===== src/assert_macros.svh =====
// Assertion macros used by the top level of the stream statistics block.
// Define ASSERT_OFF to compile the checks out; no other dependencies.
`ifndef ASSERT_MACROS_SVH
`define ASSERT_MACROS_SVH

`ifndef ASSERT_OFF

// cons must hold in the same cycle as ante
`define ASSERT_IMPLIES(name, clk, rst_n, ante, cons) \
    name: assert property (@(posedge clk) disable iff (!(rst_n)) (ante) |-> (cons)) \
        else $error("%m: implication check failed");

// cond must never hold
`define ASSERT_NEVER(name, clk, rst_n, cond) \
    name: assert property (@(posedge clk) disable iff (!(rst_n)) !(cond)) \
        else $error("%m: forbidden condition seen");

`else

`define ASSERT_IMPLIES(name, clk, rst_n, ante, cons)
`define ASSERT_NEVER(name, clk, rst_n, cond)

`endif

`endif


===== src/smrs_pkg.sv =====
// Shared widths, constants and job/result types for the stream statistics block.
// No dependencies.
`default_nettype none

package smrs_pkg;

    localparam int SAMPLE_W   = 24;
    localparam int MAX_POINTS = 4096;
    localparam int CNT_W      = $clog2(MAX_POINTS + 1);
    localparam int SUM_W      = SAMPLE_W + CNT_W - 1;
    localparam int PROD_W     = 2 * SAMPLE_W;
    localparam int SQ_W       = PROD_W + CNT_W - 2;
    localparam int DIV_W      = SQ_W;
    localparam int SQRT_IN_W  = ((SQ_W + 1) / 2) * 2;
    localparam int ROOT_W     = SQRT_IN_W / 2;
    localparam int Q_DEPTH    = 2;
    localparam int Q_AW       = (Q_DEPTH > 1) ? $clog2(Q_DEPTH) : 1;
    localparam int LVL_W      = $clog2(Q_DEPTH + 1);
    localparam int RES_BITS   = 3 * SAMPLE_W + CNT_W;
    localparam int OUT_DATA_W = ((RES_BITS + 7) / 8) * 8;

    // one closed run, handed from the accumulator to the back end
    typedef struct packed {
        logic signed [SUM_W-1:0] sum;
        logic [SQ_W-1:0]         sq;
        logic [CNT_W-1:0]        cnt;
        logic                    ovf;
    } t_job;

    // one statistics result
    typedef struct packed {
        logic [SAMPLE_W-1:0] mean;
        logic [SAMPLE_W-1:0] rms;
        logic [SAMPLE_W-1:0] stdev;
        logic [CNT_W-1:0]    cnt;
        logic                ovf;
    } t_result;

endpackage

`default_nettype wire


===== src/smrs_front.sv =====
// Front end: accepts sample beats and accumulates sum, sum of squares and count.
// Depends on smrs_pkg; pushes closed runs into smrs_queue.
`default_nettype none

module smrs_front
    import smrs_pkg::*;
(
    input  wire logic                i_clk,
    input  wire logic                i_rst_n,
    input  wire logic                i_valid,
    output logic                     o_ready,
    input  wire logic [SAMPLE_W-1:0] i_sample,
    input  wire logic                i_has_sample,
    input  wire logic                i_last,
    input  wire logic [LVL_W-1:0]    i_level,
    output logic                     o_push,
    output t_job                     o_job
);

    logic                    accept;
    logic                    take;
    logic [SAMPLE_W-1:0]     mag;
    logic [CNT_W-1:0]        n_cnt;
    logic                    n_ovf;
    logic signed [SUM_W-1:0] n_sum;
    logic [SQ_W-1:0]         n_sq;

    logic [CNT_W-1:0]        r_cnt;
    logic                    r_ovf;
    logic signed [SUM_W-1:0] r_sum;
    logic [SQ_W-1:0]         r_sq;

    logic                    r_s1_vld;
    logic                    r_s1_take;
    logic                    r_s1_last;
    logic [SAMPLE_W-1:0]     r_s1_val;
    logic [PROD_W-1:0]       r_s1_prod;
    logic [CNT_W-1:0]        r_s1_cnt;
    logic                    r_s1_ovf;

    // room is kept for a close-out still in the square stage
    assign o_ready = ({1'b0, i_level} + (LVL_W+1)'(r_s1_vld & r_s1_last))
                     < (LVL_W+1)'(Q_DEPTH);
    assign accept  = i_valid & o_ready;

    // count and capacity check at the accept stage
    assign take  = i_has_sample & (r_cnt < CNT_W'(MAX_POINTS));
    assign n_cnt = r_cnt + CNT_W'(take);
    assign n_ovf = r_ovf | (i_has_sample & ~take);
    assign mag   = i_sample[SAMPLE_W-1] ? (~i_sample + SAMPLE_W'(1)) : i_sample;

    always_ff @(posedge i_clk) begin
        if (!i_rst_n) begin
            r_cnt    <= '0;
            r_ovf    <= 1'b0;
            r_s1_vld <= 1'b0;
        end else begin
            r_s1_vld <= accept;
            if (accept) begin
                if (i_last) begin
                    r_cnt <= '0;
                    r_ovf <= 1'b0;
                end else begin
                    r_cnt <= n_cnt;
                    r_ovf <= n_ovf;
                end
            end
        end
    end

    // square stage payload
    always_ff @(posedge i_clk) begin
        if (accept) begin
            r_s1_take <= take;
            r_s1_last <= i_last;
            r_s1_val  <= i_sample;
            r_s1_prod <= PROD_W'(mag) * PROD_W'(mag);
            r_s1_cnt  <= n_cnt;
            r_s1_ovf  <= n_ovf;
        end
    end

    // accumulate sum and sum of squares in the cycle after the accept
    assign n_sum = r_sum + (r_s1_take
                   ? {{(SUM_W-SAMPLE_W){r_s1_val[SAMPLE_W-1]}}, r_s1_val}
                   : SUM_W'(0));
    assign n_sq  = r_sq + (r_s1_take ? SQ_W'(r_s1_prod) : SQ_W'(0));

    always_ff @(posedge i_clk) begin
        if (!i_rst_n) begin
            r_sum <= '0;
            r_sq  <= '0;
        end else if (r_s1_vld) begin
            if (r_s1_last) begin
                r_sum <= '0;
                r_sq  <= '0;
            end else begin
                r_sum <= n_sum;
                r_sq  <= n_sq;
            end
        end
    end

    assign o_push    = r_s1_vld & r_s1_last;
    assign o_job.sum = n_sum;
    assign o_job.sq  = n_sq;
    assign o_job.cnt = r_s1_cnt;
    assign o_job.ovf = r_s1_ovf;

endmodule

`default_nettype wire


===== config.mk =====
export PLATFORM = sky130hd
export DESIGN_NAME = smrs_front
export DESIGN_NICKNAME = d
export VERILOG_FILES = /design/src/assert_macros.svh /design/src/smrs_pkg.sv /design/src/smrs_front.sv
export SDC_FILE = /design/constraint.sdc
export NUM_CORES = 2
export LEC_CHECK = 0
export BUFFER_PORTS_ARGS = -buffer_cell sky130_fd_sc_hd__buf_2
export CORE_AREA = 2 2 338 340
export CTS_CLUSTER_SIZE = 8
export DETAILED_ROUTE_END_ITERATION = 8
export DIE_AREA = 0 0 340 342
export HOLD_SLACK_MARGIN = 0.02
export MAX_ROUTING_LAYER = met4
export PLACE_DENSITY_LB_ADDON = 0.15
export SETUP_SLACK_MARGIN = 0.1
export SLEW_MARGIN = 40
export SYNTH_ARGS = -nofsm -noshare
export SYNTH_HDL_FRONTEND = slang
export SYNTH_SLANG_ARGS = --single-unit

===== constraint.sdc =====
create_clock -name i_clk -period 11.5 [get_ports i_clk]
set_input_delay 0.575 -clock i_clk [delete_from_list [all_inputs] [get_ports i_clk]]
set_output_delay 0.575 -clock i_clk [all_outputs]
set_load 0.02 [all_outputs]

* Word-level counts from Yosys, hierarchy flattened *
Cells that the tools add are included.
Widths: inputs -> output; s select.

cells by class
  $add $sub $neg = 5
  $mul = 1
  order comparisons = 2
  muxes and demuxes = 7
  bitwise gates (word level) = 8

operator list
  kind                   number
  $mux 36                2
  $add 59x48->59         1
  $mux 59                1
  $mul 24x24->48         1
  $mux 48                1
  $add 36x36->36         1
  $add 24x1->24 const B  1
  $mux 24                1
  $not 24->24            1
  $add 13x1->13          1
  $lt 13x13->1 const B   1
  $mux 13                1
  $and 1x1->1            5
  $add 2x1->3            1
  $lt 3x2->1 const B     1
  $mux 1                 1
  $not 1->1              1
  $or 1x1->1             1

word-level totals
  register bits = 198
  input bits = 31
  output and inout port bits = 111
  logic and storage cells = 34

* Longest topological paths before layout *
  depth in word-level cells = 6
  mapped depth = 37
  mapped depth without buffers = 33

* Worst setup path before layout *
No wires, ideal clock.

  path type = input to register
  from = input i_sample[0]
  to = register r_s1_prod[40], data pin
  setup time = 265 ps
  arrival = 8,651 ps
  data required time = 11,235 ps
  path slack = 2,584 ps
  stages on the path = 30
  buffers on the path = 3
  cell sequence = clkbuf_1 inv_1 clkbuf_1 ha_1 nand3_1 o31a_1 xnor2_1 clkinv_1 clkbuf_1 nand2_1 fa_1 inv_1 fa_1 fa_1 inv_1 fa_1 fa_1 inv_1 fa_1 fa_1 ha_1 a21o_1 a31o_2 nor2b_1 a2111oi_0 o21ai_0 a31oi_1 o21a_1 o21ai_0 xor2_1

on the way
  word-level cells in the longest chain between the ends = 4

ends and longest elaborated chain
  element               line              source
  from (decl)           smrs_front.sv:12  input wire logic [SAMPLE_W-1:0] i_sample,
  $not 24->24           smrs_front.sv:50  assign mag = i_sample[SAMPLE_W-1] ? (~i_sample + SAMPLE_W'(1)) : i_sample;
  $add 24x1->24         smrs_front.sv:50
  $mux 24 *             smrs_front.sv:50
  $mul 24x24->48 *      smrs_front.sv:77  r_s1_prod <= PROD_W'(mag) * PROD_W'(mag);
  to (signal assigned)  smrs_front.sv:77
  to (decl)             smrs_front.sv:37  logic [PROD_W-1:0] r_s1_prod;

Every way passes the cells marked *; elsewhere a longest branch is shown, timed or not.
A chain may end at the register's enable or synchronous reset.

* Worst setup path after layout *
  from = input i_sample[11]
  to = register r_s1_prod[47], data pin

Same word-level chain as after synthesis.

==> results_dict.tcl <==
set metrics [dict create \
    synth-edff-count 86 \
    cts-root-buf "clkbuf_16" \
    async_flop_share 0 \
    finalSetupViolCount 0 \
    overflow 0 \
    row_count 124 \
    io_buffer_count 141 \
    clock-sinks 196 \
    detail-route-antenna-nets 0 \
    cts_tree "done" \
    synth_compound_area_frac 0.126 \
    fmax_mhz 107 \
    synth.area.top_cells "fa_1 (31%), ha_1 (11%), edfxtp_1 (9.3%)" \
    grt_usage 0.163 \
    core-area_um2 113000 \
    ys_seq_elements 196 \
    synthXorXnorAreaFrac 0.0552 \
    synth_top_area_cell "fa_1" \
    top_level_ports 142 \
    layout_common_cells "inv_1 (619), fa_1 (426), nor2_1 (261)" \
    syn_inst 3078 \
    required_ps 11710 \
    wl_met1_um 43200 \
    first_iter_violations 1134 \
    path_delay_family "adder cells" \
    finalHoldViolations 0 \
    cp-start-kind "input port" \
    cts_resized 0 \
    layout_commonest_cell "inv_1" \
    clock_latency_ps 470 \
    die_area_um2 116000 \
    h-tree-depth 4 \
    syn-cell-area_um2 27900 \
    area_delta_synth_final_pct 11.9 \
    clk_pin_slew_ps 80 \
    initial_core_util 0.247 \
    routedWlPerCell_um 19.3 \
    avgSynthCellArea_um2 9.07 \
    end_kind "register" \
    cts_buffer_depth 2 \
    cts_buffers 17 \
    grt_pass1_vias 22600 \
    finalSetupTns_ps 0 \
    cpMaxStageDelayCell "fa_1" \
    finish.utilization 0.276 \
    ctsHoldBuffers 0 \
    synthAdderAreaFrac 0.420 \
    critPathKind "in -> reg" \
    max_stage_delay_ps 610 \
    drt_first_pass_iters 5 \
    antenna_found_initial 11 \
    vias 20900 \
    clock-skew-final_ps 15.1 \
    whs_ps 347 \
    crit_arrival_ps 9560 \
    cp_max_fo 13 \
    worst_pin_slew_ps 810 \
    rsz0062_at_grt "false" \
    ys_seq_area_frac 0.171 \
    synth_top_family_by_area "adder cells" \
    wl_met2_um 43300 \
    grt_max_degree 68 \
    yosysWarnings 0 \
    gp_congestion 0.862 \
    drv_cap 0 \
    nNetsFinal 3912 \
    wl_um 91200 \
    synthSimpleGateAreaFrac 0.127 \
    cpMostUsedCell "fa_1" \
    synth_cell_types 80 \
    dr_wl_met3_um 3550 \
    min_period_over_period 0.813 \
    die_x_um 340 \
    synth_top_area_frac 0.306 \
    place_hpwl_um 74700 \
    synth.area.mux_share 0.000762 \
    die_height_um 342 \
    hp-class "in -> reg" \
    min_period_ps 9350 \
    post-cts-setup-buffer-count 0 \
    drv_slew 0 \
    drc 0 \
    crit_buf_inv 9 \
    maxSlewHeadroom 0.457 \
    synth-main-ff-cell "dfxtp_1" \
    post_route_cells_drive_above_1_share 0.0812 \
    top_layer "met4" \
    routed_via_density 4.41 \
    outcome "finished clean" \
    grt_first_pass_wirelength_um 140000 \
]
## cell families (layout without fill, tap and decap cells)
kind of cell | Yosys count | after routing
simple gates | 762 | 762
buf+inv | 736 | 857
fa+ha+maj | 680 | 680
compound gates | 525 | 525
flops | 196 | 196
xor+xnor | 175 | 175
other cells | 2 | 29
mux | 2 | 2
## metal layers
metal / vias up / track usage
li1: 10100 / -
met1: 10400 / 0.213
met2: 311 / 0.271
met3: 46 / 0.0241
met4: 0 / 0.0278
met5: - / -
## per-stage QoR
step / instance area [µm²] / worst slack (ps) / instances
floorplan: 28000 / 2580 / 3093
global placement: 30600 / 1610 / 4694
detailed placement: 30600 / 1630 / 4694
CTS: 31200 / 2110 / 4726
global route: 31200 / 1670 / 4737
finish: 31200 / 2150 / 4738
## final timing paths
path | from | to | slack (ps) | cells after the start
worst max-delay path | i_sample[11] | r_s1_prod[47] | 2150 | 32
worst min-delay path | i_sample[8] | r_s1_val[8] | 350 | 1
worst max register to register | r_s1_take | r_sq[49] | 6760 | 13
worst min register to register | r_sum[16] | r_sum[16] | 460 | 2
## area by class of cell
| class | count | area [µm²] |
|---|---|---|
| fill | 12300 | 81900 |
| multi-input combinational | 2161 | 20500 |
| sequential | 196 | 4780 |
| inverter | 629 | 2360 |
| tap | 1512 | 1890 |
| timing repair buffer | 196 | 1120 |
| clock buffer | 19 | 464 |
| clock inverter | 13 | 113 |
| antenna | 12 | 30.0 |
## cells in the mapped netlist (15+ instances only)
cell type / n
o21a_1: 16
and3_1: 22
xor2_1: 62
buf_2: 15
a21o_1: 61
a31oi_1: 19
and2_1: 79
edfxtp_1: 86
nand3_1: 30
a22oi_1: 44
nor3_1: 25
o21ai_0: 67
nand2_1: 244
ha_1: 254
a21oi_1: 152
clkbuf_1: 88
inv_1: 623
o21bai_1: 19
nand4_1: 25
xnor2_1: 112
nor2_1: 264
dfxtp_1: 110
a22o_1: 38
fa_1: 426
## sequential cells by signal, summed over array words and instances, names as in the netlist
signal     flops
r_s1_vld       1
r_sum         36
r_ovf          1
r_s1_ovf       1
r_s1_take      1
r_sq          59
r_s1_prod     46
r_s1_cnt      13
r_cnt         13
r_s1_val      24
r_s1_last      1
Power is left out: the tool's default activity adds up to more than one toggle a clock period on the data nets, which glitch-free logic cannot reach.
