### src/assert_macros.svh
// Assertion macros used by the top level of the stream statistics block.
// Define ASSERT_OFF to compile the checks out; no other dependencies.
`ifndef ASSERT_MACROS_SVH
`define ASSERT_MACROS_SVH

`ifndef ASSERT_OFF

// cons must hold in the same cycle as ante
`define ASSERT_IMPLIES(name, clk, rst_n, ante, cons) \
    name: assert property (@(posedge clk) disable iff (!(rst_n)) (ante) |-> (cons)) \
        else $error("%m: implication check failed");

// cond must never hold
`define ASSERT_NEVER(name, clk, rst_n, cond) \
    name: assert property (@(posedge clk) disable iff (!(rst_n)) !(cond)) \
        else $error("%m: forbidden condition seen");

`else

`define ASSERT_IMPLIES(name, clk, rst_n, ante, cons)
`define ASSERT_NEVER(name, clk, rst_n, cond)

`endif

`endif

### src/smrs_pkg.sv
// Shared widths, constants and job/result types for the stream statistics block.
// No dependencies.
`default_nettype none

package smrs_pkg;

    localparam int SAMPLE_W   = 24;
    localparam int MAX_POINTS = 4096;
    localparam int CNT_W      = $clog2(MAX_POINTS + 1);
    localparam int SUM_W      = SAMPLE_W + CNT_W - 1;
    localparam int PROD_W     = 2 * SAMPLE_W;
    localparam int SQ_W       = PROD_W + CNT_W - 2;
    localparam int DIV_W      = SQ_W;
    localparam int SQRT_IN_W  = ((SQ_W + 1) / 2) * 2;
    localparam int ROOT_W     = SQRT_IN_W / 2;
    localparam int Q_DEPTH    = 2;
    localparam int Q_AW       = (Q_DEPTH > 1) ? $clog2(Q_DEPTH) : 1;
    localparam int LVL_W      = $clog2(Q_DEPTH + 1);
    localparam int RES_BITS   = 3 * SAMPLE_W + CNT_W;
    localparam int OUT_DATA_W = ((RES_BITS + 7) / 8) * 8;

    // one closed run, handed from the accumulator to the back end
    typedef struct packed {
        logic signed [SUM_W-1:0] sum;
        logic [SQ_W-1:0]         sq;
        logic [CNT_W-1:0]        cnt;
        logic                    ovf;
    } t_job;

    // one statistics result
    typedef struct packed {
        logic [SAMPLE_W-1:0] mean;
        logic [SAMPLE_W-1:0] rms;
        logic [SAMPLE_W-1:0] stdev;
        logic [CNT_W-1:0]    cnt;
        logic                ovf;
    } t_result;

endpackage

`default_nettype wire

### src/smrs_div.sv
// Restoring divider, one quotient bit per cycle, shared by mean and mean square.
// Depends on smrs_pkg.
`default_nettype none

module smrs_div
    import smrs_pkg::*;
(
    input  wire logic             i_clk,
    input  wire logic             i_rst_n,
    input  wire logic             i_start,
    input  wire logic [DIV_W-1:0] i_dividend,
    input  wire logic [CNT_W-1:0] i_divisor,
    output logic                  o_done,
    output logic [DIV_W-1:0]      o_quot
);

    localparam int STEP_W = $clog2(DIV_W);

    logic              r_busy;
    logic              r_done;
    logic [STEP_W-1:0] r_step;
    logic [DIV_W-1:0]  r_dq;
    logic [CNT_W-1:0]  r_rem;
    logic [CNT_W-1:0]  r_den;
    logic [CNT_W:0]    rem_sh;
    logic              ge;

    // one trial subtract per step
    assign rem_sh = {r_rem, r_dq[DIV_W-1]};
    assign ge     = rem_sh >= {1'b0, r_den};

    always_ff @(posedge i_clk) begin
        if (!i_rst_n) begin
            r_busy <= 1'b0;
            r_done <= 1'b0;
        end else begin
            r_done <= 1'b0;
            if (i_start) begin
                r_busy <= 1'b1;
            end else if (r_busy && r_step == STEP_W'(DIV_W - 1)) begin
                r_busy <= 1'b0;
                r_done <= 1'b1;
            end
        end
    end

    always_ff @(posedge i_clk) begin
        if (i_start) begin
            r_step <= '0;
            r_dq   <= i_dividend;
            r_rem  <= '0;
            r_den  <= i_divisor;
        end else if (r_busy) begin
            r_step <= r_step + STEP_W'(1);
            r_dq   <= {r_dq[DIV_W-2:0], ge};
            r_rem  <= ge ? CNT_W'(rem_sh - {1'b0, r_den}) : rem_sh[CNT_W-1:0];
        end
    end

    assign o_done = r_done;
    assign o_quot = r_dq;

endmodule

`default_nettype wire

### src/smrs_sqrt.sv
// Digit-by-digit square root, two radicand bits per cycle, rounded to nearest.
// Depends on smrs_pkg.
`default_nettype none

module smrs_sqrt
    import smrs_pkg::*;
(
    input  wire logic                 i_clk,
    input  wire logic                 i_rst_n,
    input  wire logic                 i_start,
    input  wire logic [SQRT_IN_W-1:0] i_radicand,
    output logic                      o_done,
    output logic [ROOT_W:0]           o_root
);

    localparam int STEP_W = $clog2(ROOT_W);
    localparam int REM_W  = ROOT_W + 2;

    logic                 r_busy;
    logic                 r_done;
    logic [STEP_W-1:0]    r_step;
    logic [SQRT_IN_W-1:0] r_m;
    logic [ROOT_W-1:0]    r_root;
    logic [REM_W-1:0]     r_rem;
    logic [REM_W-1:0]     rem_sh;
    logic [REM_W-1:0]     trial;
    logic                 ge;

    // bring down two bits, try root*4+1
    assign rem_sh = {r_rem[REM_W-3:0], r_m[SQRT_IN_W-1 -: 2]};
    assign trial  = {r_root, 2'b01};
    assign ge     = rem_sh >= trial;

    always_ff @(posedge i_clk) begin
        if (!i_rst_n) begin
            r_busy <= 1'b0;
            r_done <= 1'b0;
        end else begin
            r_done <= 1'b0;
            if (i_start) begin
                r_busy <= 1'b1;
            end else if (r_busy && r_step == STEP_W'(ROOT_W - 1)) begin
                r_busy <= 1'b0;
                r_done <= 1'b1;
            end
        end
    end

    always_ff @(posedge i_clk) begin
        if (i_start) begin
            r_step <= '0;
            r_m    <= i_radicand;
            r_root <= '0;
            r_rem  <= '0;
        end else if (r_busy) begin
            r_step <= r_step + STEP_W'(1);
            r_m    <= {r_m[SQRT_IN_W-3:0], 2'b00};
            r_root <= {r_root[ROOT_W-2:0], ge};
            r_rem  <= ge ? (rem_sh - trial) : rem_sh;
        end
    end

    // remainder is m - root^2; round up when it exceeds root
    assign o_done = r_done;
    assign o_root = {1'b0, r_root}
                    + (ROOT_W+1)'(r_rem > {{(REM_W-ROOT_W){1'b0}}, r_root});

endmodule

`default_nettype wire

### src/smrs_back.sv
// Back end: sequences divide, square root and multiply steps for one closed run.
// Depends on smrs_pkg, smrs_div and smrs_sqrt; holds the result output register.
`default_nettype none

module smrs_back
    import smrs_pkg::*;
(
    input  wire logic i_clk,
    input  wire logic i_rst_n,
    input  wire logic i_q_valid,
    input  wire t_job i_job,
    output logic      o_pop,
    input  wire logic i_ready,
    output logic      o_valid,
    output t_result   o_result
);

    typedef enum logic [2:0] {
        S_IDLE,
        S_DIV_MEAN,
        S_DIV_SQ,
        S_SQRT_RMS,
        S_MUL,
        S_SUB,
        S_SQRT_SD,
        S_OUT
    } t_state;

    t_state               r_state;
    logic [CNT_W-1:0]     r_cnt;
    logic                 r_ovf;
    logic                 r_mean_neg;
    logic [SAMPLE_W-1:0]  r_mean_mag;
    logic [SAMPLE_W-1:0]  r_rms;
    logic [SAMPLE_W-1:0]  r_sd;
    logic [PROD_W-1:0]    r_rms_sq;
    logic [PROD_W-1:0]    r_mean_sq;
    logic                 r_div_start;
    logic [DIV_W-1:0]     r_div_a;
    logic                 r_sqrt_start;
    logic [SQRT_IN_W-1:0] r_sqrt_a;
    logic                 r_out_vld;
    t_result              r_out;

    logic                 div_done;
    logic [DIV_W-1:0]     div_quot;
    logic                 sqrt_done;
    logic [ROOT_W:0]      sqrt_root;
    logic [SUM_W-1:0]     sum_mag;
    logic [PROD_W-1:0]    rad;
    logic                 out_free;

    smrs_div u_div (
        .i_clk      (i_clk),
        .i_rst_n    (i_rst_n),
        .i_start    (r_div_start),
        .i_dividend (r_div_a),
        .i_divisor  (r_cnt),
        .o_done     (div_done),
        .o_quot     (div_quot)
    );

    smrs_sqrt u_sqrt (
        .i_clk      (i_clk),
        .i_rst_n    (i_rst_n),
        .i_start    (r_sqrt_start),
        .i_radicand (r_sqrt_a),
        .o_done     (sqrt_done),
        .o_root     (sqrt_root)
    );

    // magnitude of the run sum, and radicand for the deviation
    assign sum_mag  = i_job.sum[SUM_W-1] ? SUM_W'(-i_job.sum) : SUM_W'(i_job.sum);
    assign rad      = (r_rms_sq > r_mean_sq) ? (r_rms_sq - r_mean_sq) : '0;
    assign out_free = ~r_out_vld | i_ready;
    assign o_pop    = (r_state == S_IDLE) & i_q_valid;

    // sequencer and result register
    always_ff @(posedge i_clk) begin
        if (!i_rst_n) begin
            r_state      <= S_IDLE;
            r_div_start  <= 1'b0;
            r_sqrt_start <= 1'b0;
            r_out_vld    <= 1'b0;
        end else begin
            r_div_start  <= 1'b0;
            r_sqrt_start <= 1'b0;
            // S_OUT reloads the register itself when the beat leaves
            if (r_out_vld && i_ready && (r_state != S_OUT)) begin
                r_out_vld <= 1'b0;
            end
            case (r_state)
                S_IDLE: begin
                    if (i_q_valid) begin
                        r_cnt      <= i_job.cnt;
                        r_ovf      <= i_job.ovf;
                        r_div_a    <= DIV_W'(sum_mag + SUM_W'(i_job.cnt >> 1));
                        r_mean_neg <= i_job.sum[SUM_W-1];
                        if (i_job.cnt == '0) begin
                            r_mean_mag <= '0;
                            r_rms      <= '0;
                            r_sd       <= '0;
                            r_state    <= S_OUT;
                        end else begin
                            r_div_start <= 1'b1;
                            r_state     <= S_DIV_MEAN;
                        end
                        if (i_job.cnt != '0) begin
                            r_sqrt_a <= SQRT_IN_W'(i_job.sq);
                        end
                    end
                end
                S_DIV_MEAN: begin
                    if (div_done) begin
                        r_mean_mag  <= div_quot[SAMPLE_W-1:0];
                        r_div_a     <= DIV_W'(r_sqrt_a);
                        r_div_start <= 1'b1;
                        r_state     <= S_DIV_SQ;
                    end
                end
                S_DIV_SQ: begin
                    if (div_done) begin
                        r_sqrt_a     <= SQRT_IN_W'(div_quot);
                        r_sqrt_start <= 1'b1;
                        r_state      <= S_SQRT_RMS;
                    end
                end
                S_SQRT_RMS: begin
                    if (sqrt_done) begin
                        r_rms   <= sqrt_root[SAMPLE_W-1:0];
                        r_state <= S_MUL;
                    end
                end
                S_MUL: begin
                    r_rms_sq  <= PROD_W'(r_rms) * PROD_W'(r_rms);
                    r_mean_sq <= PROD_W'(r_mean_mag) * PROD_W'(r_mean_mag);
                    r_state   <= S_SUB;
                end
                S_SUB: begin
                    r_sqrt_a     <= SQRT_IN_W'(rad);
                    r_sqrt_start <= 1'b1;
                    r_state      <= S_SQRT_SD;
                end
                S_SQRT_SD: begin
                    if (sqrt_done) begin
                        r_sd    <= sqrt_root[SAMPLE_W-1:0];
                        r_state <= S_OUT;
                    end
                end
                S_OUT: begin
                    if (out_free) begin
                        r_out.mean  <= r_mean_neg ? (~r_mean_mag + SAMPLE_W'(1))
                                                  : r_mean_mag;
                        r_out.rms   <= r_rms;
                        r_out.stdev <= r_sd;
                        r_out.cnt   <= r_cnt;
                        r_out.ovf   <= r_ovf;
                        r_out_vld   <= 1'b1;
                        r_state     <= S_IDLE;
                    end
                end
                default: begin
                    r_state <= S_IDLE;
                end
            endcase
        end
    end

    assign o_valid  = r_out_vld;
    assign o_result = r_out;

endmodule

`default_nettype wire
### config.mk
export PLATFORM = sky130hd
export DESIGN_NAME = smrs_back
export DESIGN_NICKNAME = d
export VERILOG_FILES = /design/src/assert_macros.svh /design/src/smrs_pkg.sv /design/src/smrs_div.sv /design/src/smrs_sqrt.sv /design/src/smrs_back.sv
export SDC_FILE = /design/constraint.sdc
export NUM_CORES = 2
export LEC_CHECK = 0
export BUFFER_PORTS_ARGS = -buffer_cell sky130_fd_sc_hd__buf_2
export CAP_MARGIN = 20
export CORE_UTILIZATION = 55
export DETAILED_ROUTE_END_ITERATION = 10
export PLACE_DENSITY = 0.83
export SYNTH_ARGS = -nofsm -noshare
export SYNTH_HDL_FRONTEND = slang
export SYNTH_SLANG_ARGS = --single-unit
### constraint.sdc
create_clock -name i_clk -period 12.88 [get_ports i_clk]
set_input_delay 0.644 -clock i_clk [delete_from_list [all_inputs] [get_ports i_clk]]
set_output_delay 0.644 -clock i_clk [all_outputs]
set_load 0.005 [all_outputs]
Yosys cells after proc, flatten, opt, wreduce, memory -nomap -nowiden
Cells that the tools add are included.
{"block": "op_classes", "n_addsub": 9, "n_mul": 2, "magnitude_cmp": 4, "eq_ne": 18, "mux": 45, "n_bitwise": 5, "reduce_logical": 26}
{"cell": "60-bit two-way mux", "count": 5}
{"cell": "59-bit two-way mux", "count": 4}
{"cell": "60-bit case mux with 3 select lines", "count": 1}
{"cell": "24-bit case mux with 2 select lines", "count": 3}
{"cell": "24-bit two-way mux", "count": 5}
{"cell": "59-bit case mux with 2 select lines", "count": 1}
{"cell": "24-bit by 24-bit multiplier with 48-bit output", "count": 2}
{"cell": "48-bit > comparator", "count": 1}
{"cell": "48-bit two-way mux", "count": 1}
{"cell": "48-bit subtractor", "count": 1}
{"cell": "36-bit by 12-bit adder with 37-bit output", "count": 1}
{"cell": "36-bit two-way mux", "count": 1}
{"cell": "36-bit negation", "count": 1}
{"cell": "32-bit greater-or-equal comparator", "count": 1}
{"cell": "32-bit by 30-bit > comparator with 1-bit output", "count": 1}
{"cell": "32-bit two-way mux", "count": 1}
{"cell": "32-bit subtractor", "count": 1}
{"cell": "24-bit by 1-bit adder with 24-bit output", "count": 1}
{"cell": "24-bit by 1-bit adder with 24-bit output (second input constant)", "count": 1}
{"cell": "24-bit inverter", "count": 1}
{"cell": "3-bit case mux with 8 select lines", "count": 1}
{"cell": "3-bit two-way mux", "count": 7}
{"cell": "5-bit AND reduction", "count": 4}
{"cell": "14-bit by 13-bit greater-or-equal comparator with 1-bit output", "count": 1}
{"cell": "28 further kinds", "count": 62}
{"block": "word_totals", "regBits": 616, "input_bits": 113, "out_inout_bits": 88, "wordCells": 140}

Depth between registers and ports, before layout
{"block": "logic_depth", "ltp_word": 5, "mapped_depth": 28, "depth_no_buf": 27}

Modules after synthesis
Synthesis repeated with hierarchy kept, for this count alone.
{"block": "hier_totals", "hier_cells": 6240, "hier_area_um2": 63571.0}
{"module": "smrs_back", "instances": 1, "cells_per_inst": 5096, "area_per_inst_um2": 51279.2, "seq_area_each_um2": 11681.2}
{"module": "smrs_sqrt", "instances": 1, "cells_per_inst": 797, "area_per_inst_um2": 7764.9, "seq_area_each_um2": 3183.1}
{"module": "smrs_div", "instances": 1, "cells_per_inst": 347, "area_per_inst_um2": 4526.8, "seq_area_each_um2": 2582.5}

Worst setup path after synthesis
OpenSTA, ideal clock, no wires.
{"block": "synth_path", "kind": "register -> register", "from": "register r_state[2]", "to": "register r_mean_sq[0] (enable)", "setup_time_ns": 0.662, "arrival_time_ns": 7.203, "t_required_ns": 12.218, "slack_ns": 5.015, "path_stages_with_launch": 5, "path_buffers": 2, "period_less_slack_ns": 7.865, "cell_sequence": "dfxtp_1 -> clkbuf_1 -> clkbuf_1 -> nand2_1 -> nor3_1"}
{"block": "synth_via", "elab_chain_len": 2}
{"element": "start: declaration", "line_no": "smrs_back.sv:29", "rtl": "t_state r_state;"}
{"element": "start signal: assignment", "line_no": "smrs_back.sv:81", "rtl": "r_state <= S_IDLE;"}
{"element": "start signal: assignment", "line_no": "smrs_back.sv:103", "rtl": "r_state <= S_OUT;"}
{"element": "start signal: assignment", "line_no": "smrs_back.sv:106", "rtl": "r_state <= S_DIV_MEAN;"}
{"element": "3-bit equality test", "line_no": "smrs_back.sv:92", "rtl": "case (r_state)"}
{"element": "2-bit AND reduction (no source line)"}
{"element": "end signal: assignment", "line_no": "smrs_back.sv:136", "rtl": "r_mean_sq <= PROD_W'(r_mean_mag) * PROD_W'(r_mean_mag);"}
{"element": "end: declaration", "line_no": "smrs_back.sv:37", "rtl": "logic [PROD_W-1:0] r_mean_sq;"}
No other way between the ends.
A chain may end at the register's enable or synchronous reset.

Final worst setup path
{"block": "layout_path", "from": "register r_mean_mag[20]", "to": "register r_mean_sq[45] (data pin)"}
{"block": "layout_via", "elab_chain_len": 1}
{"element": "start: declaration", "line_no": "smrs_back.sv:33", "rtl": "logic [SAMPLE_W-1:0] r_mean_mag;"}
{"element": "start signal: assignment", "line_no": "smrs_back.sv:115", "rtl": "r_mean_mag <= div_quot[SAMPLE_W-1:0];"}
{"element": "24-bit by 24-bit multiplier with 48-bit output", "line_no": "smrs_back.sv:136"}
No other way between the ends.

==> out/summary.txt <==
Total GRT Usage - 0.2758
Worst hold stages - 1
Sequential element share of the synthesized area - 0.2783
Worst setup EP type - flop
Hold Path Class - in -> reg
CP peak stage delay - 0.90 ns
Synth-to-layout area growth - 7.839%
Root Driver - clkbuf_16
Leading area contributor after synthesis - fa_1
Post-Route Setup TNS - 0 ns
Final Critical Period - 8.789 ns
Synth area leaders - fa_1 27%, edfxtp_1 25%, ha_1 9.4%
CP delay by family, top - adder cells
Later-pin clock latency in the skew report - 0.67 ns
Initial Utilization - 0.5558
Remaining antenna violation count - 0
MaxCap Viol Count - 0
Critical Path Fanout Max - 21
GRT Residual Overflow - 0
Post-synth EDFFs - 517
Most used cell, CP - fa_1
Syn Inst Count - 6144
Post-cts sizing count - 0
CTS tree - done
Reg clk slew, reported paths - 0.06 ns
Vias in the first global route - 47220
Die footprint - 115300 µm²
TritonCTS Buffers - 69
Nets@finish - 7674
Layout cells sized above 1 - 0.08605
Worst clock skew - 0.06999 ns
Drt first pass iters - 6
CTS Sinks - 613
Hold Path End - r_ovf$_DFFE_PP_
Library cells used by synthesis - 85
Worst path bufs/invs - 5
RSZ-0062 raised after global routing - no
FMAX - 113.8 MHz
Starting DRC count in detailed routing - 3505
Max-slew violations - 0
First-pass GRT wire length - 251100 µm
Hold Path Origin - i_job[0]
CP cell instances - clkinv_1 -> nor2_1 -> fa_1 -> fa_1 -> fa_1 -> inv_1 -> fa_1 -> inv_1 -> fa_1 -> fa_1 -> inv_1 -> fa_1 -> inv_1 -> ha_1 -> nand3_1 -> a211oi_1 -> nor3_1 -> o21bai_1 -> o211ai_1 -> o311ai_1 -> a221o_1 -> a2111oi_0 -> or3_1 -> xnor2_1
Num rows - 123
Synth Area per Inst - 10.20 µm²
R2R Path Start - r_mean_mag[20]$_SDFFCE_PN0P_
Mapped cell area - 62700 µm²
Reg2reg end - r_mean_sq[45]$_DFFE_PP_
Crit path kind - reg -> reg
Max clock buf depth - 3
Routability cong. - 0.9586
Final hold vios - 0
Largest net degree at the start of global routing - 81
Worst-Margin Slew - 1.191 ns
Port-buffer cells - 200
Synth top area share - 0.2708
Number of cells on the worst reg-to-reg path - 24
Rel. slew slack - 0.2062
Via count - 44530
Critical Path RT - 13.29 ns
Syn Nets - 7575
Synth Register Bits - 613
HPWL after detailed placement - 121600 µm
Initial antenna violation count - 5
Vias/cell - 5.707
Arr. time, crit path - 9.20 ns
Final WL - 156900 µm
Outcome - finished, final reports clean
Wire per inst - 20.10 µm
I/O pin total - 201
Warnings, synthesis - 0
Post-DP Area - 65200 µm²
Synth Flop Type - edfxtp_1
Tcrit/Tclk final - 0.6824
Final setup fails - 0
Placeable Area - 112800 µm²
Die width - 339.6 µm
Die Y - 339.6 µm
Worst setup SP type - flop
Async SR Flop Fraction - 0
Cts-stage hold buffer count - 0
CTS H-Tree Depth - 3
Crit-path slowest cell - edfxtp_1
Post-CTS setup buffers - 0
Post-route design area - 67610 µm²
Internal reg-to-reg setup slack - 4.09 ns
DRC violations left - 0
==> layout by cell type, fill, tap and decap left out, types with 15 or more instances in the layout <==
master,instances
inv_1,1304
fa_1,848
edfxtp_1,517
ha_1,470
nand2_1,461
nor2_1,306
and2_1,279
a21oi_1,207
buf_2,201
xnor2_1,180
o21ai_0,169
a21o_1,123
mux2_2,120
xor2_1,106
dfxtp_1,93
clkbuf_16,69
mux2i_1,58
buf_4,52
nand3_1,48
nor3_1,46
a22oi_1,46
a211oi_1,45
nand4_1,36
nand2b_1,33
o31ai_1,32
or3_1,30
a31oi_1,29
nor2b_1,28
and3_1,24
o21a_1,23
o21bai_1,20
or2_2,19
clkbuf_1,17
a22o_1,15
==> logic make-up after synthesis <==
kind of cell               Yosys count  synth area share
AOI/OAI and AO/OA                  827           0.08609
xor gates and xnor gates           286           0.03995
adders and majority gates         1318            0.3646
buffers and inverters             1535           0.09204
DFF                                613            0.2783
muxes                              178           0.03081
and+or+nand+nor                   1387            0.1082
==> worst max-delay path by stage <==
stage                     depth (start not counted)  slack (ns)                          from                 endpoint
after detailed placement                         26        4.17       r_rms[14]$_SDFFCE_PP0P_   r_rms_sq[47]$_DFFE_PP_
after floorplan                                   4        5.02       r_state[2]$_SDFFE_PN0P_   r_mean_sq[0]$_DFFE_PP_
after global routing                             25        3.77        r_rms[8]$_SDFFCE_PP0P_   r_rms_sq[45]$_DFFE_PP_
after CTS                                        24        4.18  r_mean_mag[20]$_SDFFCE_PN0P_  r_mean_sq[45]$_DFFE_PP_
after global placement                           26        4.40       r_rms[14]$_SDFFCE_PP0P_   r_rms_sq[47]$_DFFE_PP_
final                                            24        4.09  r_mean_mag[20]$_SDFFCE_PN0P_  r_mean_sq[45]$_DFFE_PP_
==> cells in the mapped netlist (28+ instances only) <==
cell type / n
a211oi_1: 46
a21o_1: 123
a21oi_1: 208
a22oi_1: 46
a31oi_1: 29
and2_1: 279
clkbuf_1: 204
dfxtp_1: 96
edfxtp_1: 517
fa_1: 848
ha_1: 470
inv_1: 1306
mux2_2: 120
mux2i_1: 58
nand2_1: 461
nand2b_1: 33
nand3_1: 48
nand4_1: 36
nor2_1: 309
nor2b_1: 28
nor3_1: 48
o21ai_0: 169
o31ai_1: 32
or3_1: 30
xnor2_1: 180
xor2_1: 106
==> flip-flops by register name, summed over array words and instances (netlist names), 13 cells and up <==
signal / flops
o_result: 86
u_sqrt.r_m: 60
r_div_a: 59
r_sqrt_a: 59
u_div.o_quot: 59
r_mean_sq: 47
r_rms_sq: 47
u_sqrt.r_rem: 32
u_sqrt.r_root: 30
r_mean_mag: 24
r_rms: 24
r_sd: 24
r_cnt: 13
u_div.r_den: 13
u_div.r_rem: 13
==> area by class of cell <==
class,count,area (µm²)
diodes,4,10.01
clock buffers,91,1859
clock inverters,36,509.2
fillers,8885,45200
inverters,1309,4913
multi-input cells,3996,39560
flip-flops and latches,613,17460
well taps,1500,1877
repair buffers,254,1424
==> per-stage QoR <==
stage | worst slack [ns] | util | cells | hold WS [ns]
after floorplan | 5.015 | - | 6144 | 0.4003
after global placement | 4.403 | 0.5780 | 7670 | 0.4030
after detailed placement | 4.175 | 0.5780 | 7670 | 0.4045
after CTS | 4.183 | 0.5990 | 7797 | 0.1179
after global routing | 3.772 | 0.5993 | 7803 | 0.1364
final | 4.091 | 0.5993 | 7803 | 0.1513
==> worst reg2reg max path, cell delays in order, from the launching register on <==
cell	delay, ns
edfxtp_1	0.90
clkinv_1	0.56
nor2_1	0.35
fa_1	0.49
fa_1	0.53
fa_1	0.56
inv_1	0.06
fa_1	0.50
inv_1	0.06
fa_1	0.50
fa_1	0.49
inv_1	0.05
fa_1	0.47
inv_1	0.04
ha_1	0.36
nand3_1	0.13
a211oi_1	0.27
nor3_1	0.10
o21bai_1	0.13
o211ai_1	0.14
o311ai_1	0.78
a221o_1	0.41
a2111oi_0	0.13
or3_1	0.41
xnor2_1	0.13
==> layer usage <==
metal,global-route usage,routed length (µm),vias to the layer above,share of wire
li1,-,-,19960,-
met1,0.3501,60990,22380,0.39
met2,0.4708,77320,1818,0.49
met3,0.04676,12210,381,0.078
met4,0.1066,6342,2,0.040
met5,0,7,-,0.000045
Power is left out: the tool's default activity adds up to more than one toggle a clock period on the data nets, which glitch-free logic cannot reach.
