**src/assert_macros.svh**
```systemverilog
// Assertion macros used by the top level of the stream statistics block.
// Define ASSERT_OFF to compile the checks out; no other dependencies.
`ifndef ASSERT_MACROS_SVH
`define ASSERT_MACROS_SVH

`ifndef ASSERT_OFF

// cons must hold in the same cycle as ante
`define ASSERT_IMPLIES(name, clk, rst_n, ante, cons) \
    name: assert property (@(posedge clk) disable iff (!(rst_n)) (ante) |-> (cons)) \
        else $error("%m: implication check failed");

// cond must never hold
`define ASSERT_NEVER(name, clk, rst_n, cond) \
    name: assert property (@(posedge clk) disable iff (!(rst_n)) !(cond)) \
        else $error("%m: forbidden condition seen");

`else

`define ASSERT_IMPLIES(name, clk, rst_n, ante, cons)
`define ASSERT_NEVER(name, clk, rst_n, cond)

`endif

`endif

```
**src/smrs_pkg.sv**
```systemverilog
// Shared widths, constants and job/result types for the stream statistics block.
// No dependencies.
`default_nettype none

package smrs_pkg;

    localparam int SAMPLE_W   = 24;
    localparam int MAX_POINTS = 4096;
    localparam int CNT_W      = $clog2(MAX_POINTS + 1);
    localparam int SUM_W      = SAMPLE_W + CNT_W - 1;
    localparam int PROD_W     = 2 * SAMPLE_W;
    localparam int SQ_W       = PROD_W + CNT_W - 2;
    localparam int DIV_W      = SQ_W;
    localparam int SQRT_IN_W  = ((SQ_W + 1) / 2) * 2;
    localparam int ROOT_W     = SQRT_IN_W / 2;
    localparam int Q_DEPTH    = 2;
    localparam int Q_AW       = (Q_DEPTH > 1) ? $clog2(Q_DEPTH) : 1;
    localparam int LVL_W      = $clog2(Q_DEPTH + 1);
    localparam int RES_BITS   = 3 * SAMPLE_W + CNT_W;
    localparam int OUT_DATA_W = ((RES_BITS + 7) / 8) * 8;

    // one closed run, handed from the accumulator to the back end
    typedef struct packed {
        logic signed [SUM_W-1:0] sum;
        logic [SQ_W-1:0]         sq;
        logic [CNT_W-1:0]        cnt;
        logic                    ovf;
    } t_job;

    // one statistics result
    typedef struct packed {
        logic [SAMPLE_W-1:0] mean;
        logic [SAMPLE_W-1:0] rms;
        logic [SAMPLE_W-1:0] stdev;
        logic [CNT_W-1:0]    cnt;
        logic                ovf;
    } t_result;

endpackage

`default_nettype wire

```
**src/smrs_queue.sv**
```systemverilog
// Short queue of closed runs between the accumulator and the back end.
// Depends on smrs_pkg.
`default_nettype none

module smrs_queue
    import smrs_pkg::*;
(
    input  wire logic             i_clk,
    input  wire logic             i_rst_n,
    input  wire logic             i_push,
    input  wire t_job             i_job,
    input  wire logic             i_pop,
    output logic                  o_valid,
    output t_job                  o_job,
    output logic [LVL_W-1:0]      o_level
);

    t_job             r_mem [Q_DEPTH];
    logic [Q_AW-1:0]  r_wptr;
    logic [Q_AW-1:0]  r_rptr;
    logic [LVL_W-1:0] r_level;
    logic             do_pop;

    assign do_pop  = i_pop & (r_level != '0);
    assign o_valid = (r_level != '0);
    assign o_job   = r_mem[r_rptr];
    assign o_level = r_level;

    // pointers and fill level
    always_ff @(posedge i_clk) begin
        if (!i_rst_n) begin
            r_wptr  <= '0;
            r_rptr  <= '0;
            r_level <= '0;
        end else begin
            if (i_push) begin
                r_wptr <= (r_wptr == Q_AW'(Q_DEPTH - 1)) ? '0 : r_wptr + Q_AW'(1);
            end
            if (do_pop) begin
                r_rptr <= (r_rptr == Q_AW'(Q_DEPTH - 1)) ? '0 : r_rptr + Q_AW'(1);
            end
            r_level <= r_level + LVL_W'(i_push) - LVL_W'(do_pop);
        end
    end

    // entry storage
    always_ff @(posedge i_clk) begin
        if (i_push) begin
            r_mem[r_wptr] <= i_job;
        end
    end

endmodule

`default_nettype wire

```
**config.mk**
```make
export PLATFORM = sky130hd
export DESIGN_NAME = smrs_queue
export DESIGN_NICKNAME = d
export VERILOG_FILES = /design/src/assert_macros.svh /design/src/smrs_pkg.sv /design/src/smrs_queue.sv
export SDC_FILE = /design/constraint.sdc
export NUM_CORES = 1
export LEC_CHECK = 0
export BUFFER_PORTS_ARGS = -buffer_cell sky130_fd_sc_hd__clkbuf_2
export CAP_MARGIN = 40
export CORE_MARGIN = 10
export CORE_UTILIZATION = 45
export CTS_CLUSTER_DIAMETER = 200
export DETAILED_ROUTE_END_ITERATION = 8
export PLACE_DENSITY = 0.69
export SYNTH_ARGS = -nofsm -noshare
export SYNTH_HDL_FRONTEND = slang
export SYNTH_SLANG_ARGS = --single-unit
export TNS_END_PERCENT = 10
```
**constraint.sdc**
```tcl
create_clock -name i_clk -period 12.3 [get_ports i_clk]
set_input_delay 1.23 -clock i_clk [delete_from_list [all_inputs] [get_ports i_clk]]
set_output_delay 1.23 -clock i_clk [all_outputs]
set_load 0.1 [all_outputs]
```
### Yosys cells after proc, flatten, opt, wreduce, memory -nomap -nowiden

Memory sizes are Yosys's and may differ from the RTL's. A register that Yosys moved wholly into a read port is not among the register bits.
Index checks and enable logic that the tools add are counted.

* register bits: 4
* memory bits (writable): 218
* input port bits: 113
* output and inout bits: 112
* memories kept: 1

* $add $sub $neg: 4
* multiplexer cells: 6
* bitwise logic cells: 1
* reduce and logical (&&, ||, !) cells: 1

Memories
* r_mem: words 2, width 109, read ports 1, clocked after memory_dff 1, write ports 1, RTL line smrs_queue.sv:18 `t_job r_mem [Q_DEPTH];`

Operators with widths (count)
* $mux 1: 6
* $add 1x1->1 const B: 2
* $add 2x1->2: 1
* $reduce_bool 2->1: 1
* $sub 2x1->2: 1
* $and 1x1->1: 1

### Depth between registers and ports, before layout

Gate-level depths: netlist of the first run.

* depth after elaboration: 4
* gate-level depth with buffers: 6
* mapped depth without buffers: 6

### Least setup slack after synthesis of the first run

No wires, ideal clock.

* path kind: input -> register
* start point: input port i_push
* end point: memory r_mem[0][0] (netlist bit), enable pin
* library setup time: 0.591 ns
* data arrival time: 5.998 ns
* slack: 5.711 ns
* stages: 1
* path through: nor2b_1

* word-level cells in the longest chain between the ends: 2

Ends and longest elaborated chain
* start: declaration: RTL line smrs_queue.sv:10 `input wire logic i_push,`
* $mux 1: RTL line smrs_queue.sv:48 `if (i_push) begin`
* $mux 1 (implied by the code): RTL line smrs_queue.sv:49 `r_mem[r_wptr] <= i_job;`
* end: declaration: RTL line smrs_queue.sv:18

Every way passes these cells.

==> results of run 1 <==
worst max-delay path by stage:
stage / start / to / slack, ns
CTS: flop / o_job[68] / 8.07
global placement: flop / o_job[68] / 8.60
finish: flop / o_job[68] / 8.18
global route: flop / o_job[68] / 7.98
floorplan: i_push / r_mem[0][0]$_DFFE_PP_ / 5.71
detailed placement: flop / o_job[68] / 8.61
logic make-up after synthesis:
group | count (synthesis) | share of synthesized area, %
DFF | 223 | 81.8
xor gates and xnor gates | 1 | 0.277
adders and majority gates | 2 | 0.308
muxes | 111 | 15.8
buffers and inverters | 14 | 1.06
AOI/OAI and AO/OA | 2 | 0.185
and+or+nand+nor | 8 | 0.585
layer usage:
layer | routed length, um | up-vias | global-route usage [%] | part of all wire (%)
met5 | 0 | - | 0 | 0
met4 | 305 | 0 | 3.64 | 1.8
met3 | 1460 | 25 | 5.27 | 8.8
met2 | 8370 | 159 | 22.7 | 51
met1 | 6410 | 2057 | 15.1 | 39
li1 | - | 1916 | - | -
stage by stage:
step	hold WS [ns]	total power, mW	cell area [sq um]	cells	util, %
after floorplan	0.452	1.70	8130	361	-
after global placement	0.452	1.82	9500	806	53.3
after detailed placement	0.456	1.83	9500	806	53.3
after CTS	0.463	2.55	10300	850	57.8
after global routing	0.525	2.61	10300	850	57.8
final	0.464	2.52	10300	850	57.8
critical path: stages, from the launching register on:
cell and delay, ns:
dfxtp_4 0.85, buf_4 0.68, mux2_2 0.43, clkbuf_2 0.38
Yosys cell counts, drive strengths merged:
cell	count	area, sq um
dfxtp	5	100
buf	12	78.8
nand2b	1	6.26
mux2i	2	20.0
o21a	2	15.0
edfxtp	218	6550
ha	2	25.0
and2	2	12.5
xnor3	1	22.5
nor2b	3	18.8
or2	1	6.26
mux2	109	1260
inv	2	7.51
nand2	1	3.75
final cells by class:
cell class	instances	area, sq um	area share [%]
clock buffers	27	633	6.14
clock inverters	17	179	1.74
inverters	2	7.51	0.0728
multi-input cells	124	1410	13.6
flip-flops and latches	223	6650	64.5
well taps	229	287	2.78
repair buffers	228	1150	11.2
registers in the layout (all words and copies together) (netlist names), named ones only:
name	cells
r_mem	218
r_wptr	1
r_rptr	1
o_level	2
power groups by stage:
stage               Clock, mW  Combinational (mW)  Sequential (mW)
CTS                     0.742               0.891            0.920
global route            0.772               0.911            0.925
detailed placement          0               0.889            0.936
floorplan                   0               0.764            0.934
global placement            0               0.884            0.933
finish                  0.720               0.881            0.918
==> results by group, run 1 <==
Critical path
  • Crit start category: flop
  • Worst R2R Path Depth: 2
  • Critical path type: flop to output pin
  • CP Capture Type: output pin
  • Critical R2R Capture: r_mem[1][24]$_DFFE_PP_
  • CP max FO: 57
  • Reg-to-reg setup timing slack: 10.12 ns
  • R2R Path Start: r_wptr$_SDFFE_PN0P_
  • Crit path DAT: 2.89 ns
  • Critical Path RT: 11.07 ns

STA
  • Worst Tran Pin Value: 0.807 ns
  • Slew Viols, Final: 0
  • Final period util: 33.5%
  • Skew final: 0.0104 ns
  • Fin. Hold Viols: 0
  • Fmax: 0.243 GHz
  • Final Setup Violations: 0
  • Relative slew slack: 46.2%
  • Min cycle time layout: 4.12 ns
  • Final WS setup: 8.18 ns
  • Setup TNS: 0 ns
  • RSZ-0062 raised after global routing: false

Cells and area
  • Fillers: 1394
  • ANT cells: 0
  • Share of cells above drive strength 1: 61.0%
  • Layout area overhead: 26.9%
  • Commonest non-fill, non-tap cell in the layout: clkbuf_2
  • Post-layout nets: 718
  • Most frequent cells in the layout: clkbuf_2 (224), edfxtp_1 (218), mux2_2 (99), clkbuf_16 (25), mux2_4 (10)

Routing
  • Drt wl/cell: 19.5 um
  • Initial DRC count: 147
  • DR vias: 4157
  • DR DRC count: 0
  • Routed WL: 16500 um
  • Routed Antenna Nets: 0
  • Vias per std cell: 4.89
  • DRT Pass-1 Iters: 4

Floorplanning
  • Die Y-Extent: 154 um
  • DIE WIDTH: 154 um
  • Core Region: 17800 sq um
  • Die area: 23800 sq um
  • # IOs: 225
  • Initial Util: 45.6%
  • Row count: 49

Power and ir drop
  • Switching power: 1.03 mW
  • Power density over the cells: 244 nW/um^2
  • Sequential Power Share: 36.4%
  • Internal Power: 1.49 mW
  • Combinational power share: 35.0%
  • Worst VDD drop: 0.232 mV
  • Clock Power Share: 28.6%
  • P_leak: 3.95 nW
  • Sw frac: 40.9%

Global routing
  • Overall Global Routing Usage: 13.3%
  • First-pass GRT wire length: 25600 um
  • GR Overflow Total: 0
  • Largest net degree at the start of global routing: 58
  • Number of antenna violations at the first check in global routing: 0
  • Vias in the first global route: 4750

Logic synthesis
  • Post-synthesis sequential area ratio: 81.8%
  • Synthesized flop and latch total: 223
  • Combined area of all synthesized cells: 8130 sq um
  • Synth warn: 0
  • Synth cell types: 16
  • Avg Inst Size Synth: 22.5 sq um
  • Synth Instances: 361
  • Post-synth net total: 476

CTS
  • CTS tree: done
  • Post-CTS Setup Bufs: 0
  • Post-CTS resize count: 0
  • Clk sinks: 223
  • Worst-Skew Late Latency: 0.50 ns
  • CTS clk-pin slew, worst paths: 0.06 ns
  • Clock buffer count from CTS: 24
  • Clock Path Buffers: 3
  • Root Driver: clkbuf_16
  • # hold bufs at CTS: 0
  • H-tree Lvls: 1

Run status
  • Status: finished, final reports clean

Min path
  • Hold Path Depth: 2
  • Worst Hold Launch: r_rptr$_SDFFE_PN0P_
  • Worst min-delay path class: flop to flop

Placed design
  • Gpl congestion: 0.729
  • Buffers on Ports: 224
  • Post-detail-place hpwl: 11600 um
  • Post-Place Setup Slack: 8.61 ns

Run
  • Max_cap viols: 0
(Power assumes the default switching activity.)
==> inputs of run 2 (changes only) <==
clock period = 3.9 ns   (was 12.3 ns; I/O delays follow)
==> run 2 against run 1 <==
Net effect:
- global-route usage shrank 0.16 points
- critical path depth did not move
- flip-flop and latch count stayed put
- hold slack got worse by 0.39 ns
- clock skew grew 0.0027 ns
- wire length fell by 1.6%
- sequential share of layout area decreased by 0.25 points
- sequential power grew to 3.1 times the previous value
- design area rose by 0.39%
- largest power group unchanged
==> results by group, run 2 (synthesis results as in run 1) <==
CTS
  • Clock buffer count from CTS: 23 (-4.2%)
  • Root Driver: clkbuf_16
  • Post-CTS Setup Bufs: 0 (unchanged)
  • Clock Path Buffers: 3 (unchanged)
  • # hold bufs at CTS: 0 (unchanged)
  • Worst-Skew Late Latency: 0.50 ns (about the same)
  • Post-CTS resize count: 0 (unchanged)
  • CTS clk-pin slew, worst paths: 0.06 ns (about the same)
  • H-tree Lvls: 1 (unchanged)
  • CTS tree: done
  • Clk sinks: 223 (unchanged)

Global routing
  • Largest net degree at the start of global routing: 63 (+8.6%)
  • First-pass GRT wire length: 25100 um (-1.8%)
  • Overall Global Routing Usage: 13.1% (-0.16 points)
  • Vias in the first global route: 4628 (-2.6%)
  • GR Overflow Total: 0 (unchanged)
  • Number of antenna violations at the first check in global routing: 2 (+2)

Routing
  • Vias per std cell: 4.82 (-1.5%)
  • Routed Antenna Nets: 0 (unchanged)
  • DR vias: 4101 (-1.3%)
  • DR DRC count: 0 (unchanged)
  • Initial DRC count: 157 (+6.8%)
  • Drt wl/cell: 19.1 um (-1.7%)
  • Routed WL: 16300 um (-1.6%)
  • DRT Pass-1 Iters: 4 (unchanged)

Placed design
  • Post-DP Area: 9550 sq um (+0.55%)
  • Buffers on Ports: 224 (unchanged)
  • Gpl congestion: 0.788 (+8.0%)
  • Post-detail-place hpwl: 11600 um (+0.65%)

Critical path
  • Crit start category: flop
  • Critical path type: flop to output pin
  • R2R Path Start: r_wptr$_SDFFE_PN0P_
  • Crit path DAT: 2.38 ns (-0.51 ns)
  • Setup crit end: o_job[55]
  • CP max FO: 31 (-46%)
  • Worst R2R Path Depth: 2 (unchanged)
  • Reg-to-reg setup timing slack: 2.10 ns (-8.02 ns)
  • Critical Path RT: 3.51 ns (-7.56 ns)
  • Critical R2R Capture: r_mem[1][73]$_DFFE_PP_
  • CP Capture Type: output pin

STA
  • Fmax: 0.361 GHz
  • Final period util: 71.0%
  • Slew Viols, Final: 0 (unchanged)
  • RSZ-0062 raised after global routing: false
  • Final Setup Violations: 0 (unchanged)
  • Fin. Hold Viols: 0 (unchanged)
  • Relative slew slack: 45.8% (-0.43 points)
  • Worst Tran Pin Value: 0.812 ns (+0.00471 ns)
  • Min Hold Slack: 0.0766 ns (-0.388 ns)
  • Setup TNS: 0 ns (unchanged)
  • Skew final: 0.0130 ns (+0.00267 ns)
  • Min cycle time layout: 2.77 ns

Floorplanning
  • Initial Util: 45.6% (unchanged)
  • Core Region: 17800 sq um (unchanged)
  • DIE WIDTH: 154 um (unchanged)
  • Die area: 23800 sq um (unchanged)
  • Die Y-Extent: 154 um (unchanged)
  • # IOs: 225 (unchanged)
  • Row count: 49 (unchanged)

Power and ir drop
  • Power density over the cells: 768 nW/um^2 (+210%)
  • Internal Power: 4.75 mW (+220%)
  • Worst VDD drop: 0.666 mV (+190%)
  • Sequential Power Share: 35.9% (-0.5 points)
  • Combinational power share: 35.6% (+0.6 points)
  • Switching power: 3.20 mW (+210%)
  • P_leak: 3.95 nW (about the same)
  • Sw frac: 40.3% (-0.66 points)
  • Clock Power Share: 28.5% (about the same)

Run status
  • Status: finished, final reports clean

Cells and area
  • Multi-input gate area: 1410 sq um (unchanged)
  • Register bank with the most flops: r_mem
  • Share of cells above drive strength 1: 60.5% (-0.48 points)
  • Max reg flops: 218 (unchanged)
  • Post-layout nets: 719 (+0.14%)
  • Fillers: 1383 (-0.79%)
  • Post-route cell area: 10400 sq um (+0.39%)
  • Commonest non-fill, non-tap cell in the layout: clkbuf_2
  • Most frequent cells in the layout: clkbuf_2 (224), edfxtp_1 (218), mux2_2 (99), clkbuf_16 (23), mux2_4 (10)
  • Layout area overhead: 27.4%
  • Register area: 6650 sq um (unchanged)

Min path
  • Worst min-delay path class: input port to flop

Run
  • Max_cap viols: 0 (unchanged)
## run 2: changes by cell type in the layout (fill, tap and decap cells not counted), moves of 2 or more
cell / change
clkinv_4: -4
buf_12: +3
clkinv_2: -3
bufinv_16: +2
clkbuf_1: +2
clkbuf_16: -2
inv_6: +2
## run 2: layout make-up
type	instances	area share (%)
inverters	2	0.0725
diodes	1	0.0242
well taps	229	2.77
clock buffers	27	5.70
multi-input cells	124	13.6
clock inverters	15	1.99
flip-flops and latches	223	64.2
repair buffers	230	11.6
## run 2: through the flow
stage | setup slack (ns) | power [mW] | util, % | cells
2_1_floorplan | 0.210 | 5.35 | - | 361
3_3_place_gp | 1.69 | 5.73 | 53.5 | 808
3_5_place_dp | 1.63 | 5.76 | 53.5 | 808
4_1_cts | 1.08 | 8.05 | 58.0 | 850
5_1_grt | 0.990 | 8.23 | 58.0 | 850
6_report | 1.13 | 7.95 | 58.0 | 851
## run 2: power by group through the flow
stage	sequential (mW)	clock, mW	combinational, mW
final	2.86	2.27	2.83
after global routing	2.87	2.44	2.92
after CTS	2.86	2.33	2.86
after detailed placement	2.91	0	2.85
after global placement	2.90	0	2.83
after floorplan	2.94	0	2.41
## run 2: metal layers
metal  wire length (um)  vias to the layer above  GRT usage, %
met1               6180                     1985          14.8
met4                371                        0          4.00
met2               8050                      160          22.0
li1                   -                     1925             -
met3               1680                       31          5.68
met5                  0                        -             0
## run 2: worst min-delay path by stage
stage / start / end / cells after the start
2_1_floorplan: r_rptr$_SDFFE_PN0P_ / flop / 2
3_3_place_gp: r_rptr$_SDFFE_PN0P_ / flop / 2
3_5_place_dp: r_rptr$_SDFFE_PN0P_ / flop / 2
4_1_cts: i_job[35] / r_mem[1][35]$_DFFE_PP_ / 1
5_1_grt: i_job[69] / r_mem[0][69]$_DFFE_PP_ / 1
6_report: i_job[35] / r_mem[1][35]$_DFFE_PP_ / 1
## run 2: worst max-delay path, cell delays in order (launching register included)
cell and delay, ns:
dfxtp_4 0.61, buf_4 0.47, mux2_2 0.40, clkbuf_2 0.37
==> inputs of run 3 (changes only) <==
PLACE_DENSITY = 0.72   (was 0.69)
clock period = 2.36 ns   (was 3.9 ns; I/O delays follow)
==> run 3 against run 2 <==
Net effect:
- flip-flop and latch count did not move
- highest routed layer unchanged
- via count rose by 11%
- combinational power increased by 74%
- total power increased by 62%
==> results by group, run 3 (synthesis results as in run 1) <==
Run status
  • Status: finished, final reports clean

Critical path
  • Crit path DAT: 2.01 ns (-0.37 ns)
  • CP Buf/Inv Count: 2 (unchanged)
  • Crit start category: flop
  • CP Capture Type: output pin
  • Critical path's slowest cell: mux2_2
  • Slowest cell delay on critical path: 0.41 ns (-0.20 ns)
  • Top Family by Delay on Critical Path: buffers and inverters
  • Worst-path cell chain: buf_12 > mux2_2 > clkbuf_2
  • Critical Path RT: 2.12 ns (-1.39 ns)
  • Critical path type: flop to output pin
  • CP max FO: 64 (+110%)

Power and ir drop
  • Worst VDD drop: 0.874 mV (+31%)
  • Power density over the cells: 1130 nW/um^2 (+47%)
  • Clock Power Share: 25.2% (-3.3 points)
  • P_leak: 4.36 nW (+10%)
  • Sequential Power Share: 36.4% (+0.5 points)
  • Switching power: 5.31 mW (+66%)
  • Internal Power: 7.54 mW (+59%)
  • Final Power: 12.8 mW (+62%)
  • Sw frac: 41.3% (+1.1 points)
  • Combinational power share: 38.4% (+2.8 points)

Cells and area
  • Layout area overhead: 39.7%
  • Fillers: 1240 (-10%)
  • Most frequent cells in the layout: clkbuf_2 (221), edfxtp_1 (218), dlygate4sd3_1 (110), mux2_2 (99), clkbuf_16 (23)
  • Max reg flops: 218 (unchanged)
  • Commonest non-fill, non-tap cell in the layout: clkbuf_2
  • Post-layout nets: 828 (+15%)
  • Post-route cell area: 11400 sq um (+9.7%)
  • ANT cells: 0 (-1)
  • Share of cells above drive strength 1: 51.3% (-9.2 points)
  • Register bank with the most flops: r_mem
  • Non-filler cells in the finished layout: 956 (+12%)

Floorplanning
  • Row count: 49 (unchanged)
  • Initial Util: 45.6% (unchanged)
  • Core Region: 17800 sq um (unchanged)
  • # IOs: 225 (unchanged)
  • Die Y-Extent: 154 um (unchanged)
  • DIE WIDTH: 154 um (unchanged)
  • Die area: 23800 sq um (unchanged)

CTS
  • Clock buffer count from CTS: 23 (unchanged)
  • CTS clk-pin slew, worst paths: 0.06 ns (about the same)
  • CTS tree: done
  • Root Driver: clkbuf_16
  • H-tree Lvls: 1 (unchanged)
  • Clock Path Buffers: 3 (unchanged)
  • Worst-Skew Late Latency: 0.49 ns (about the same)
  • Post-CTS Setup Bufs: 0 (unchanged)
  • Clk sinks: 223 (unchanged)

Routing
  • Drt wl/cell: 18.7 um (-2.1%)
  • Routed WL: 17900 um (+10%)
  • Initial DRC count: 133 (-15%)
  • DRT Pass-1 Iters: 4 (unchanged)
  • Routed Antenna Nets: 0 (unchanged)
  • DR vias: 4551 (+11%)
  • DR DRC count: 0 (unchanged)
  • Vias per std cell: 4.76 (-1.2%)

STA
  • Fmax: 0.444 GHz
  • Final period util: 95.3%
  • Skew final: 0.00949 ns (-0.00354 ns)
  • Fin. Hold Viols: 0 (unchanged)
  • Worst Tran Pin Value: 0.601 ns (-0.211 ns)
  • Setup TNS: 0 ns (unchanged)
  • RSZ-0062 raised after global routing: false
  • Final Setup Violations: 0 (unchanged)
  • Final WS setup: 0.110 ns (-1.02 ns)
  • Slew Viols, Final: 0 (unchanged)
  • Min cycle time layout: 2.25 ns
  • Relative slew slack: 59.9% (+14 points)

Min path
  • Worst min-delay path class: input port to flop

Placed design
  • Post-detail-place hpwl: 11400 um (-2.0%)
  • Post-Place Setup Slack: 0.626 ns (-1.00 ns)
  • Placed cells: 807 (-0.12%)
  • Post-DP Area: 9580 sq um (+0.28%)
  • Gpl congestion: 0.726 (-7.8%)
  • Buffers on Ports: 224 (unchanged)

Global routing
  • GR Overflow Total: 0 (unchanged)
  • Largest net degree at the start of global routing: 111 (+76%)
  • Vias in the first global route: 5184 (+12%)
  • First-pass GRT wire length: 28000 um (+11%)
  • Overall Global Routing Usage: 14.4% (+1.3 points)
  • Number of antenna violations at the first check in global routing: 0 (-2)

Run
  • Max_cap viols: 0 (unchanged)
[run 3: cell type report]
class,count,area [sq um],share of cell area (%)
flip-flops and latches,223,6650,58.6
well taps,229,287,2.52
inverters,2,7.51,0.0661
multi-input cells,124,1410,12.4
clock inverters,11,77.6,0.683
clock buffers,28,594,5.24
repair buffers,339,2330,20.5
[run 3: what timing repair did]
item,4_1_cts,5_1_grt
hold buffers,110,0
setup endpoints to repair,0,0
endpoints found under the hold margin,219,0
gates resized for setup,0,0
[run 3: power by group through the flow]
stage | clock, mW | sequential [mW] | combinational, mW
floorplan | 0 | 4.85 | 3.98
global placement | 0 | 4.74 | 4.76
detailed placement | 0 | 4.76 | 4.80
CTS | 3.34 | 4.68 | 4.96
global route | 3.49 | 4.70 | 5.10
finish | 3.23 | 4.68 | 4.93
[run 3: metal layers]
metal	track usage, %	vias up	routed length [um]
met1	15.7	2203	6750
met5	0	-	0
li1	-	2139	-
met4	4.59	0	412
met3	4.69	37	1450
met2	25.7	172	9290
[run 3: worst reg2reg max path: stages (launching register included)]
cell     delay (ns)
dfxtp_1        0.42
o21a_1         0.24
ha_1           0.26
inv_1          0.05
ha_1           0.14
xnor3_1        0.21
nor2b_1        0.10
[run 3: worst paths after layout]
kind	from	slack, ns	end	cells past startpoint
max	flop	0.11	o_job[104]	3
min	i_push	0.11	r_wptr$_SDFFE_PN0P_	3
max reg2reg	o_level[1]$_SDFF_PN0_	0.88	o_level[1]$_SDFF_PN0_	6
min reg2reg	r_rptr$_SDFFE_PN0P_	0.49	r_rptr$_SDFFE_PN0P_	2
[run 3: stage by stage]
step           utilization (%)  hold WS, ns
5_1_grt                   63.6        0.116
3_5_place_dp              53.7        0.428
3_3_place_gp              53.7        0.425
2_1_floorplan                -        0.335
4_1_cts                   63.6       0.0824
6_report                  63.6        0.107
